===== config.mk =====
export PLATFORM = sky130hd
export DESIGN_NAME = mvsm_cell
export DESIGN_NICKNAME = d
export VERILOG_FILES = /design/src/sv/mvsm_pkg.sv /design/src/sv/mvsm_cell.sv
export SDC_FILE = /design/constraint.sdc
export NUM_CORES = 1
export LEC_CHECK = 0
export BUFFER_PORTS_ARGS = -buffer_cell sky130_fd_sc_hd__buf_4
export CORE_MARGIN = 3
export CORE_UTILIZATION = 41
export CTS_BUF_LIST = sky130_fd_sc_hd__clkbuf_4 sky130_fd_sc_hd__clkbuf_8 sky130_fd_sc_hd__clkbuf_16
export DETAILED_ROUTE_END_ITERATION = 8
export GPL_ROUTABILITY_DRIVEN = 1
export PLACE_DENSITY = 0.79
export SLEW_MARGIN = 30
export SYNTH_ARGS = -nofsm -noshare
export SYNTH_HDL_FRONTEND = slang
export SYNTH_SLANG_ARGS = --single-unit

===== constraint.sdc =====
create_clock -name clk -period 0.8 [get_ports clk]
set_input_delay 0.04 -clock clk [delete_from_list [all_inputs] [get_ports clk]]
set_output_delay 0.04 -clock clk [all_outputs]
set_load 0.02 [all_outputs]

===== src/sv/mvsm_pkg.sv =====
`default_nettype none
package mvsm_pkg;

    localparam int VOICES_DEF       = 8;
    localparam int SAMPLE_DEPTH_DEF = 4096;

    localparam int IN_DATA_W  = 112;
    localparam int IN_USER_W  = 3;
    localparam int OUT_DATA_W = 80;

    localparam logic signed [15:0] PCM_MAX  = 16'sh7FFF;
    localparam logic signed [15:0] PCM_MIN  = 16'sh8000;
    localparam logic [9:0]         UNITY_Q8 = 10'd256;

    localparam logic [2:0] REQ_WRITE  = 3'd0;
    localparam logic [2:0] REQ_PLAY   = 3'd1;
    localparam logic [2:0] REQ_STOP   = 3'd2;
    localparam logic [2:0] REQ_PAUSE  = 3'd3;
    localparam logic [2:0] REQ_RENDER = 3'd4;

    localparam logic [4:0] CLIP_SAT  = 5'd31;
    localparam logic [3:0] COUNT_SAT = 4'd15;

    typedef struct packed {
        logic               active;
        logic               paused;
        logic               looping;
        logic [31:0]        ident;
        logic [8:0]         gain;
        logic signed [9:0]  pan;
        logic [11:0]        base;
        logic [12:0]        length;
        logic [12:0]        position;
    } voice_t;

    // one mix term leaving the head of the voice ring
    typedef struct packed {
        logic       valid;
        logic [8:0] lgain;
        logic [8:0] rgain;
    } term_t;

endpackage
`default_nettype wire


===== src/sv/mvsm_cell.sv =====
`default_nettype none
module mvsm_cell (
    input  wire logic            clk,
    input  wire logic            rst_n,
    input  wire logic            shift,
    input  wire mvsm_pkg::voice_t din,
    output mvsm_pkg::voice_t     dout
);
    import mvsm_pkg::*;

    voice_t voice_reg;

    always_ff @(posedge clk or negedge rst_n)
    begin
        if (!rst_n)
        begin
            voice_reg <= '0;
        end
        else if (shift)
        begin
            voice_reg <= din;
        end
    end

    assign dout = voice_reg;
endmodule
`default_nettype wire


==> results.cfg <==
[timing]
fin_crit_ps = 972
rsz0062_at_grt = true
hold_violations = 0
setup_violations = 155
relSlewSlack = 0.834
fin_worst_skew_ps = 0
timing.final.ws_setup_ps = -172
finalMaxSlewViolations = 0
fin_crit_sh = 1.21
tightest_slew_ps = 249
fmax_mhz = 1030

[setup_path]
critPathArrivalTime_ps = 930
critical_path.endpoint_type = output pin
crit_slowest_cell = dfrtp_2
critPathTopFamily = flip-flops
path_class = reg2out
required_ps = 760
cp_max_fo = 2
path_cells = buf_6
slowest_delay_ps = 440
cp.buffers_inverters = 1
start_kind = register

[power]
cellLeakagePower_nw = 3.52
ir_drop_mv = 0.911
power_density_nw_per_um2 = 1700
seqPwrFrac = 0.449
switching_share = 0.285
comb_power_share = 0.320
p_int_mw = 8.98
p_switching_mw = 3.57
power.total_mw = 12.6
clock_power_share = 0.231

[synth]
ys_types = 6
synth.top_cell.area_share = 0.603
syn_area_sq_um = 3810
yosysSeqAreaShare = 0.603
ys_seq_elements = 92
synthTopCellsByArea = dfrtp_1 60%, mux2_4 31%, buf_12 4.2%, mux2_2 3.5%, buf_6 0.30%
synthCells = 194
synth_area_leader_cell = dfrtp_1
syn_avg_cell_area_sq_um = 19.7
yosys_warnings = 0
synthesis.nets = 289

[clock_tree]
htree_num_levels = 3
root_buffer = clkbuf_8
clockBufferDepth = 2
clk_latency_ps = 350
clk_pin_slew_ps = 100
cts_tree = built
cts.sinks = 92
cts_inserted_buffers = 9

[detailed_routing]
routedWlPerCell_um = 20.1
ant_nets = 0
drc_errors = 0
routed_wl_mm = 12.9
via_per_inst = 4.74
first_pass_iters = 4
route.vias.total = 3032
drt_iter0_markers = 48

[run]
cap_violations = 0

[global_route]
track_usage = 0.232
grt_pass1_vias = 3366
gr-total-overflow = 0
grt_max_degree = 47
grt_pass1_wl_mm = 18.2
grt_antenna_before_repair = 0

[floorplan]
ios = 187
die_y_um = 102
dieArea_sq_um = 10500
coreArea_sq_um = 8890
rows = 34
initial_core_util = 0.429
chipWidth_um = 102

[placement]
io_buffer_count = 186
routabilityCongestion = 0.742
dp_hpwl_mm = 6.39

[layout]
final_util = 0.830
mostFrequentLayoutCells = 125 x buf_6, 106 x buf_4, 93 x dlygate4sd3_1, 92 x dfrtp_2, 85 x mux2_4
area_growth_pct = 93.5
largest_reg_flops = 92
layout_commonest_cell = buf_6
antennaDiodeCount = 0
nets = 622
drive_above_1_share = 0.825

[outcome]
status = finished with violations
failed_checks = setup timing

[worst_hold_path]
hp-class = in2reg
final cells by class:
cell class	instances	area (sq um)
well taps	108	135
clock inverters	5	36.3
repair buffers	332	3290
clock buffers	11	145
fillers	413	1510
flip-flops and latches	92	2420
multi-input cells	92	1360
power by group through the flow:
stage                     clock [mW]  sequential [mW]  combinational [mW]
after floorplan                    0             6.13               0.916
after global placement             0             5.54                2.83
after detailed placement           0             5.55                2.89
after CTS                       2.98             5.56                3.77
after global routing            3.16             5.69                4.20
final                           2.90             5.64                4.02
synth_stat cells (all sizes together):
| library cell | number |
|---|---|
| dfrtp | 92 |
| mux2 | 92 |
| buf | 10 |
path summary, 6_finish.rpt:
kind	from	to	slack (ps)	cells after the start
setup / recovery	dout[0]	dout[0]	-170	1
hold / removal	shift	dout[23]	180	3
setup reg to reg	dout[21]	dout[21]	-140	2
hold reg to reg	dout[20]	dout[20]	540	1
max in group asynchronous	rst_n	dout[30]	310	3
min in group asynchronous	rst_n	dout[40]	220	3
layer usage:
metal  up-vias  GRT usage  share of wire
met2       135      0.422           0.54
li1       1337          -              -
met5         -          0              0
met4         0     0.0706          0.021
met3        21     0.0567          0.058
met1      1539      0.269           0.38
cells by family after synthesis:
family   share of synthesized area
buf+inv                     0.0462
flops                        0.603
mux                          0.350
per-stage QoR:
step	worst slack (ps)	TNS [ps]	std cells	area, sq um	hold slack, ps
6_report	-172	-17310	640	7380	179
5_1_grt	-199	-21590	640	7380	167
4_1_cts	-185	-17480	633	7220	152
3_5_place_dp	-125	-8100	498	5540	52.2
3_3_place_gp	-104	-7390	498	5540	47.5
2_1_floorplan	-22.2	-1940	194	3930	-256
timing repair:
action	4_1_cts	5_1_grt
gates resized for setup	100	30
endpoints found under the hold margin	184	0
hold buffers	93	0
setup buffers	26	7
setup endpoints to repair	95	180
No activity file was read; power rests on OpenSTA's default activity.
