===== src/sv/mvsm_pkg.sv =====
`default_nettype none
package mvsm_pkg;

    localparam int VOICES_DEF       = 8;
    localparam int SAMPLE_DEPTH_DEF = 4096;

    localparam int IN_DATA_W  = 112;
    localparam int IN_USER_W  = 3;
    localparam int OUT_DATA_W = 80;

    localparam logic signed [15:0] PCM_MAX  = 16'sh7FFF;
    localparam logic signed [15:0] PCM_MIN  = 16'sh8000;
    localparam logic [9:0]         UNITY_Q8 = 10'd256;

    localparam logic [2:0] REQ_WRITE  = 3'd0;
    localparam logic [2:0] REQ_PLAY   = 3'd1;
    localparam logic [2:0] REQ_STOP   = 3'd2;
    localparam logic [2:0] REQ_PAUSE  = 3'd3;
    localparam logic [2:0] REQ_RENDER = 3'd4;

    localparam logic [4:0] CLIP_SAT  = 5'd31;
    localparam logic [3:0] COUNT_SAT = 4'd15;

    typedef struct packed {
        logic               active;
        logic               paused;
        logic               looping;
        logic [31:0]        ident;
        logic [8:0]         gain;
        logic signed [9:0]  pan;
        logic [11:0]        base;
        logic [12:0]        length;
        logic [12:0]        position;
    } voice_t;

    // one mix term leaving the head of the voice ring
    typedef struct packed {
        logic       valid;
        logic [8:0] lgain;
        logic [8:0] rgain;
    } term_t;

endpackage
`default_nettype wire


===== src/sv/mvsm_mix.sv =====
`default_nettype none
module mvsm_mix (
    input  wire logic           clk,
    input  wire logic           rst_n,
    input  wire logic           clear,
    input  wire mvsm_pkg::term_t term,
    input  wire logic [31:0]    sample,
    output logic signed [15:0]  acc_left,
    output logic signed [15:0]  acc_right,
    output logic [4:0]          clips
);
    import mvsm_pkg::*;

    logic               prod_valid_reg;
    logic signed [25:0] prod_l_reg, prod_r_reg;
    logic signed [15:0] acc_l_reg, acc_l_next, acc_r_reg, acc_r_next;
    logic [4:0]         clip_reg, clip_next;
    logic [1:0]         clip_inc_l, clip_inc_r;

    always_ff @(posedge clk or negedge rst_n)
    begin
        if (!rst_n)
        begin
            prod_valid_reg <= 1'b0;
        end
        else
        begin
            prod_valid_reg <= term.valid;
        end
    end

    always_ff @(posedge clk)
    begin
        prod_l_reg <= $signed(sample[15:0])  * $signed({1'b0, term.lgain});
        prod_r_reg <= $signed(sample[31:16]) * $signed({1'b0, term.rgain});
    end

    // divide by 256 rounding toward zero, then add and clamp
    function automatic logic signed [15:0] add_clamp(
        input logic signed [15:0] acc,
        input logic signed [25:0] prod,
        output logic              clipped
    );
        logic signed [17:0] q;
        logic signed [17:0] s;
        begin
            q = prod[25:8];
            if (prod[25] && (prod[7:0] != 8'd0))
            begin
                q = q + 18'sd1;
            end
            s = 18'(acc) + q;
            clipped = 1'b1;
            if (s > 18'(PCM_MAX))
            begin
                add_clamp = PCM_MAX;
            end
            else if (s < 18'(PCM_MIN))
            begin
                add_clamp = PCM_MIN;
            end
            else
            begin
                add_clamp = s[15:0];
                clipped = 1'b0;
            end
        end
    endfunction

    logic cl_l, cl_r;
    logic [5:0] clip_sum;

    always_comb
    begin
        acc_l_next = add_clamp(acc_l_reg, prod_l_reg, cl_l);
        acc_r_next = add_clamp(acc_r_reg, prod_r_reg, cl_r);
        clip_inc_l = {1'b0, cl_l};
        clip_inc_r = {1'b0, cl_r};
        clip_sum   = 6'(clip_reg) + 6'(clip_inc_l) + 6'(clip_inc_r);
        clip_next  = (clip_sum > 6'(CLIP_SAT)) ? CLIP_SAT : clip_sum[4:0];
    end

    always_ff @(posedge clk or negedge rst_n)
    begin
        if (!rst_n)
        begin
            acc_l_reg <= '0;
            acc_r_reg <= '0;
            clip_reg  <= '0;
        end
        else if (clear)
        begin
            acc_l_reg <= '0;
            acc_r_reg <= '0;
            clip_reg  <= '0;
        end
        else if (prod_valid_reg)
        begin
            acc_l_reg <= acc_l_next;
            acc_r_reg <= acc_r_next;
            clip_reg  <= clip_next;
        end
    end

    assign acc_left  = acc_l_reg;
    assign acc_right = acc_r_reg;
    assign clips     = clip_reg;
endmodule
`default_nettype wire


===== config.mk =====
export PLATFORM = sky130hd
export DESIGN_NAME = mvsm_mix
export DESIGN_NICKNAME = d
export VERILOG_FILES = /design/src/sv/mvsm_pkg.sv /design/src/sv/mvsm_mix.sv
export SDC_FILE = /design/constraint.sdc
export NUM_CORES = 1
export LEC_CHECK = 0
export ABC_AREA = 1
export BUFFER_PORTS_ARGS = -buffer_cell sky130_fd_sc_hd__buf_2
export CORE_ASPECT_RATIO = 1.5
export CORE_MARGIN = 5
export CORE_UTILIZATION = 50
export DETAILED_ROUTE_END_ITERATION = 16
export GPL_TIMING_DRIVEN = 0
export PLACE_DENSITY = 0.68
export SETUP_SLACK_MARGIN = 0.1
export SYNTH_ARGS = -nofsm -noshare
export SYNTH_HDL_FRONTEND = slang
export SYNTH_SLANG_ARGS = --single-unit
export TNS_END_PERCENT = 30

===== constraint.sdc =====
create_clock -name clk -period 7.1 [get_ports clk]
set_input_delay 0.355 -clock clk [delete_from_list [all_inputs] [get_ports clk]]
set_output_delay 0.355 -clock clk [all_outputs]
set_load 0.05 [all_outputs]

==> qor.csv, run 1 <==
metric,value,unit
outcome,"complete, no violations",
clkSinkCount,90,
ctsHoldBuffers,0,
power_leakage,11.2,nW
mostFrequentLayoutCells,"inv_1 (625), nand2_1 (622), fa_1 (247), ha_1 (151), nor2_1 (93)",
clock_latency,370,ps
fillers,3324,
slew_violations,0,
syn_avg_cell_area,7.37,µm²
synth_edf_count,0,
antenna_cells,0,
final_common_cell,inv_1,
antenna_found_initial,0,
path_class,in -> reg,
syn_inst,2325,
drtAntennaViolNets,0,
postSynth.asyncResetShare,42.2,%
period_share,77.0,%
setup_viol,0,
place_congestion,0.908,
synth_nets,2777,
worstMarginPinSlew,895,ps
final_core_util,53.3,%
pin_count,91,
power_density,475,mW/mm²
endpoint_kind,flip-flop,
grtUsageMet3,1.71,%
initial_core_util,50.3,%
clk_path_buf_depth,2,
syn_to_final_growth,6.02,%
dpl.hpwl,35300,µm
rows,83,
grt_max_degree,39,
synthFlopType,dfxtp_1,
stdcell_count,2806,
grt-busiest-layer,met2,
wl_per_cell,14.4,µm
cp.required,7340,ps
post_cts_resized,0,
fin_crit,5470,ps
critPathLaunchType,input pin,
grt_first_pass_wirelength,69200,µm
cts-root-buf,clkbuf_16,
cts_tree,done,
slew_headroom,40.3,%
ys_warn_count,0,
core,0.0341,mm²
clk_pin_slew,70,ps
postLayoutCellArea,0.0182,mm²
ys_seq_area_share,11.6,%
port_buffers,40,
die-height,237,µm
drt_iter0_drc,511,
cts_made_buffers,9,
grt-ovfl-total,0,
finalNetCount,2828,
met2_usage,44.6,%
cp.arrival,5710,ps
drcViolationCount,0,
htreeDepth,3,
synthesis.area,0.0171,mm²
hold_path_class,in -> reg,
drive_gt1_share,5.92,%
post_cts_buffers,0,
grt_pass1_vias,14900,
final_hold_viol_count,0,
placed_area,0.0179,mm²
viasPerCell,4.97,
dp.cells,2790,
die-area,0.0381,mm²
ir_drop,199,µV
finalSetupTns,0,ps
holdWs,93.9,ps
first_pass_iters,5,
rsz0062_at_grt,false,
vias,13900,
finalWirelength,40300,µm
drv_cap,0,
synth_seq_cells,90,
fmax,183,MHz
cp_max_fo,10,
met1_usage,23.1,%
die_w,161,µm
clock-skew-final,15.9,ps
r2r_slack,2420,ps
track_usage,22.3,%
ys_types,43,
==> stage by stage <==
stage | setup slack, ps | total power [W]
4_1_cts | 1670 | 0.00872
2_1_floorplan | 2150 | 0.00653
3_5_place_dp | 1300 | 0.00818
6_report | 1630 | 0.00863
5_1_grt | 1300 | 0.00973
3_3_place_gp | 1370 | 0.00806
==> cell type report <==
cell class / instances / area, µm² / area share, %
plain buffers: 78 / 329 / 1.81
clock buffers: 10 / 229 / 1.26
clock inverters: 6 / 71.3 / 0.393
inverters: 626 / 2350 / 12.9
multi-input cells: 1531 / 12500 / 68.6
flip-flops and latches: 90 / 1990 / 11.0
well taps: 425 / 532 / 2.93
repair buffers: 40 / 200 / 1.10
==> per-layer routing <==
layer  up-vias  part of all wire (%)  routed length [µm]
li1       6900                     -                   -
met3       103                   2.5                1010
met2       240                    56               22700
met5         -                     0                   0
met4         0                   4.6                1840
met1      6691                    37               14700
==> kinds of logic after synthesis <==
logic type / Yosys count / share of synthesized area, %
fa+ha+maj: 398 / 39.9
compound gates: 143 / 4.91
buf+inv: 704 / 15.6
xor+xnor: 110 / 5.62
simple gates: 880 / 22.3
flops: 90 / 11.6
==> power breakdown <==
group	switching [W]	internal (W)	leakage [nW]
Clock	0.000222	0.000277	0.145
Sequential	0.000193	0.000805	0.940
Combinational	0.00445	0.00268	10.1
==> path summary, 6_finish.rpt <==
path                                     from             end  depth (start not counted)
min in group asynchronous               rst_n    acc_left[10]                          1
worst max-delay path                 term[12]  prod_l_reg[21]                         20
worst min-delay path                 term[18]  prod_valid_reg                          1
worst max register to register  prod_r_reg[8]        clips[4]                         31
worst min register to register    acc_left[0]     acc_left[0]                          2
max in group asynchronous               rst_n     acc_left[0]                          1
==> critical path, stage by stage <==
cell and delay, ps:
clkbuf_1 410, clkbuf_1 510, nand2_1 140, fa_1 510
inv_1 50, fa_1 490, inv_1 50, fa_1 530
inv_1 50, fa_1 530, fa_1 460, ha_1 390
a21oi_1 300, o21ai_0 130, a21oi_1 170, o21ai_1 130
a21oi_1 270, o21ai_0 120, nand2_1 70, nand2_1 60
==> cells in the mapped netlist (2+ instances only) <==
| library cell | instances | share of area [%] |
|---|---|---|
| and3_1 | 3 | 0.11 |
| o22ai_1 | 2 | 0.073 |
| o21ai_0 | 25 | 0.73 |
| nor2_1 | 93 | 2.0 |
| or2_2 | 2 | 0.073 |
| buf_2 | 2 | 0.058 |
| nand3_1 | 58 | 1.7 |
| a31oi_1 | 7 | 0.26 |
| and2_1 | 2 | 0.073 |
| buf_6 | 4 | 0.26 |
| ha_1 | 151 | 11 |
| a21o_1 | 6 | 0.26 |
| a21oi_1 | 66 | 1.9 |
| nand3_2 | 51 | 3.0 |
| a211oi_1 | 3 | 0.13 |
| a21oi_2 | 3 | 0.15 |
| o21bai_2 | 2 | 0.13 |
| clkbuf_1 | 71 | 1.6 |
| fa_1 | 247 | 29 |
| dfrtp_1 | 38 | 5.5 |
| inv_1 | 625 | 14 |
| o21bai_1 | 9 | 0.39 |
| nand2_2 | 8 | 0.29 |
| nor2_2 | 11 | 0.40 |
| nand4_1 | 17 | 0.62 |
| dfxtp_1 | 52 | 6.1 |
| nand2_1 | 622 | 14 |
| nand3b_1 | 3 | 0.13 |
| o21a_1 | 3 | 0.13 |
| o21ai_1 | 5 | 0.15 |
| xnor2_1 | 37 | 1.9 |
| xor2_1 | 73 | 3.7 |
| o211ai_1 | 5 | 0.22 |
| nor3_1 | 10 | 0.29 |
Power figures use the tool's default switching activity.
==> inputs of run 2 (changes only) <==
--- a/config.mk
+++ b/config.mk
@@ -5,7 +5,7 @@
 export SDC_FILE = /design/constraint.sdc
 export NUM_CORES = 1
 export LEC_CHECK = 0
-export ABC_AREA = 1
+export ABC_AREA = 0
 export BUFFER_PORTS_ARGS = -buffer_cell sky130_fd_sc_hd__buf_2
 export CORE_ASPECT_RATIO = 1.5
 export CORE_MARGIN = 5
==> constraint.sdc (replaced) <==
create_clock -name clk -period 5.1 [get_ports clk]
set_input_delay 0.255 -clock clk [delete_from_list [all_inputs] [get_ports clk]]
set_output_delay 0.255 -clock clk [all_outputs]
set_load 0.05 [all_outputs]
==> run 2 against run 1 <==
- clock power grew 45%
- area after synthesis shrank 8.4%
- setup slack lost 1400 ps
- register-to-register slack lost 2000 ps
- clock-buffer cell count grew 4
- sequential power grew 40%
- via count shrank 11%
- largest power group unchanged
- sequential share of layout area grew 0.17 points
==> qor.csv, run 2 <==
metric,value,unit,change
outcome,"complete, no violations",,
htreeDepth,3,,unchanged
clock_latency,350,ps,-20 ps
hold_path_class,in -> async,,
syn_to_final_growth,14.0,%,
p_seq_share,11.0,%,-0.6 points
cts_made_buffers,9,,unchanged
final_hold_viol_count,0,,unchanged
clk_path_buf_depth,2,,unchanged
postLayoutCellArea,0.0179,mm²,-1.6%
reg2reg_depth,18,,-42%
r2r-start,prod_l_reg[1],,
worstReg2RegEnd,clips[0],,
postSynth.asyncResetShare,42.2,%,unchanged
drcViolationCount,0,,unchanged
placed_area,0.0167,mm²,-6.5%
pin_count,91,,unchanged
ys_top_cells_by_area,"fa_1 (32%), ha_1 (12%), and2_1 (7.8%), inv_1 (7.1%), dfxtp_1 (6.6%)",,
die-height,227,µm,-4.1%
core,0.0310,mm²,-8.9%
drive_gt1_share,12.7,%,+6.8 points
mostFrequentLayoutCells,"inv_1 (288), fa_1 (243), and2_1 (188), nand2_1 (153), ha_1 (140)",,
power_leakage,8.89,nW,-20%
ys_warn_count,0,,unchanged
slew_headroom,38.5,%,-1.8 points
port_buffers,87,,+120%
clk_pin_slew,70,ps,about the same
endpoint,prod_l_reg[25],,
power_density,714,mW/mm²,+50%
grt_pass1_vias,13300,,-11%
syn_avg_cell_area,9.06,µm²,+23%
drt_iter0_drc,384,,-25%
critPathLaunchType,input pin,,
antenna_found_initial,0,,unchanged
yosysMostFrequentCell,inv_1,,
drv_cap,0,,unchanged
cts_tree,done,,
holdWs,23.0,ps,-70.9 ps
final_common_cell,inv_1,,
ir_drop,384,µV,+93%
synth_edf_count,0,,unchanged
endpoint_kind,flip-flop,,
fmax,205,MHz,
cp.required,5290,ps,-2050 ps
switchingPower,0.00649,W,+33%
synth_nets,2184,,-21%
die_w,155,µm,-4.0%
die-area,0.0351,mm²,-8.0%
synthDominantCellAreaShare,31.5,%,+2.7 points
setup_viol,0,,unchanged
place_congestion,0.888,,-2.2%
r2r_slack,390,ps,-2030 ps
combPwrFrac,83.4,%,+0.8 points
cp.arrival,5070,ps,-640 ps
clock-skew-final,8.83,ps,-7.10 ps
worstMarginPinSlew,922,ps,+26.7 ps
clkSinkCount,90,,unchanged
finalNetCount,2313,,-18%
cp_max_fo,5,,-5
period_share,95.8,%,
ys_types,67,,+56%
track_usage,21.2,%,-1.1 points
power.share.clock,5.7,%,about the same
wl_per_cell,16.2,µm,+13%
fin_crit,4890,ps,
synth_seq_cells,90,,unchanged
worstSetupStartpoint,term[10],,
cts-root-buf,clkbuf_16,,
vias,12400,,-11%
grt_max_degree,39,,unchanged
rows,79,,-4.8%
initial_core_util,50.6,%,+0.25 points
p_int,0.00628,W,+67%
synthFlopType,dfxtp_1,,
first_pass_iters,4,,-1
rsz0062_at_grt,true,,
dpl.hpwl,31100,µm,-12%
grt-ovfl-total,0,,unchanged
synthesis.area,0.0157,mm²,-8.4%
final_core_util,57.6,%,+4.3 points
path_class,in -> reg,,
slew_violations,0,,unchanged
finalWirelength,36800,µm,-8.8%
drtAntennaViolNets,0,,unchanged
yosys-top-cells-count,"inv_1 (295), fa_1 (247), and2_1 (196), nand2_1 (157), ha_1 (151)",,
synth_top_cell_by_area,fa_1,,
syn_inst,1732,,-26%
viasPerCell,5.44,,+9.6%
ys_seq_area_share,12.7,%,+1.1 points
netSwitchingFraction,50.8,%,-5.5 points
grt_first_pass_wirelength,61200,µm,-12%
antenna_cells,0,,unchanged
-- run 2: changes by cell type after synthesis, sizes merged, moves of 22 or more --
cell	before	now
xor2	73	31
inv	626	295
xnor2	37	75
a211oi	3	25
nor2	104	70
and2	2	196
nand2	630	158
clkbuf	71	27
nand3	109	23
-- run 2: routing by layer --
layer  up-vias  part of all wire [%]  track usage (%)
li1       5864                     -                -
met1      6188                    35             21.5
met2       217                    57             42.9
met3        89                   2.8             2.21
met4         0                   4.6             9.55
met5         -                     0                0
-- run 2: logic make-up (layout without fill, tap and decap cells) --
group	count (synthesis)	in the layout	share of synthesized area, %
XOR/XNOR	106	106	5.92
multiplexers	7	7	0.463
flip-flops	90	90	12.7
adder cells (fa/ha/maj)	398	398	43.6
AND/OR/NAND/NOR	553	553	18.4
AO/OA/AOI/OAI	251	251	11.1
buffers and inverters	327	461	7.90
-- run 2: worst min-delay path by stage --
stage | to
floorplan | acc_left[0]
finish | acc_left[3]
global route | prod_valid_reg
global placement | prod_valid_reg
CTS | acc_left[3]
detailed placement | prod_valid_reg
-- run 2: repair_timing --
action	4_1_cts	5_1_grt
hold buffers	1	0
setup buffers	3	24
pin swaps	16	53
cloned	1	4
gates resized for setup	45	118
endpoints found under the setup margin	15	17
endpoints found under the hold margin	1	0
-- run 2: layout make-up --
type | instances | area (µm²)
Multi-Input combinational cell | 1315 | 12800
Sequential cell | 90 | 1990
Clock buffer | 14 | 295
Tap cell | 405 | 507
Fill cell | 2738 | 13200
Buffer | 30 | 263
Timing Repair Buffer | 120 | 841
Clock inverter | 2 | 38.8
Inverter | 295 | 1110
-- run 2: per-stage QoR --
stage	total power (W)	TNS, ps	setup WS, ps	cells
3_5_place_dp	0.0111	-7340	-743	2224
4_1_cts	0.0122	0	59.7	2245
6_report	0.0128	0	212	2271
5_1_grt	0.0141	0	11.6	2271
2_1_floorplan	0.00902	0	90.9	1732
3_3_place_gp	0.0109	-6570	-700	2224
-- run 2: worst max-delay path: stages --
cell,delay [ps]
buf_12,80
buf_8,110
nand2_4,50
fa_1,550
fa_1,450
fa_1,500
fa_1,530
inv_2,40
fa_1,550
ha_4,220
a21o_1,200
a2111oi_4,410
a31oi_4,150
a221oi_4,290
o21ai_2,130
a21oi_2,200
mux2i_1,190
nand4_1,160
-- run 2: power groups by stage --
stage / Sequential, W / Combinational [W] / Clock, W
2_1_floorplan: 0.00166 / 0.00736 / 0
3_3_place_gp: 0.00140 / 0.00952 / 0
3_5_place_dp: 0.00141 / 0.00973 / 0
4_1_cts: 0.00140 / 0.0101 / 0.000738
5_1_grt: 0.00144 / 0.0119 / 0.000764
6_report: 0.00140 / 0.0107 / 0.000724
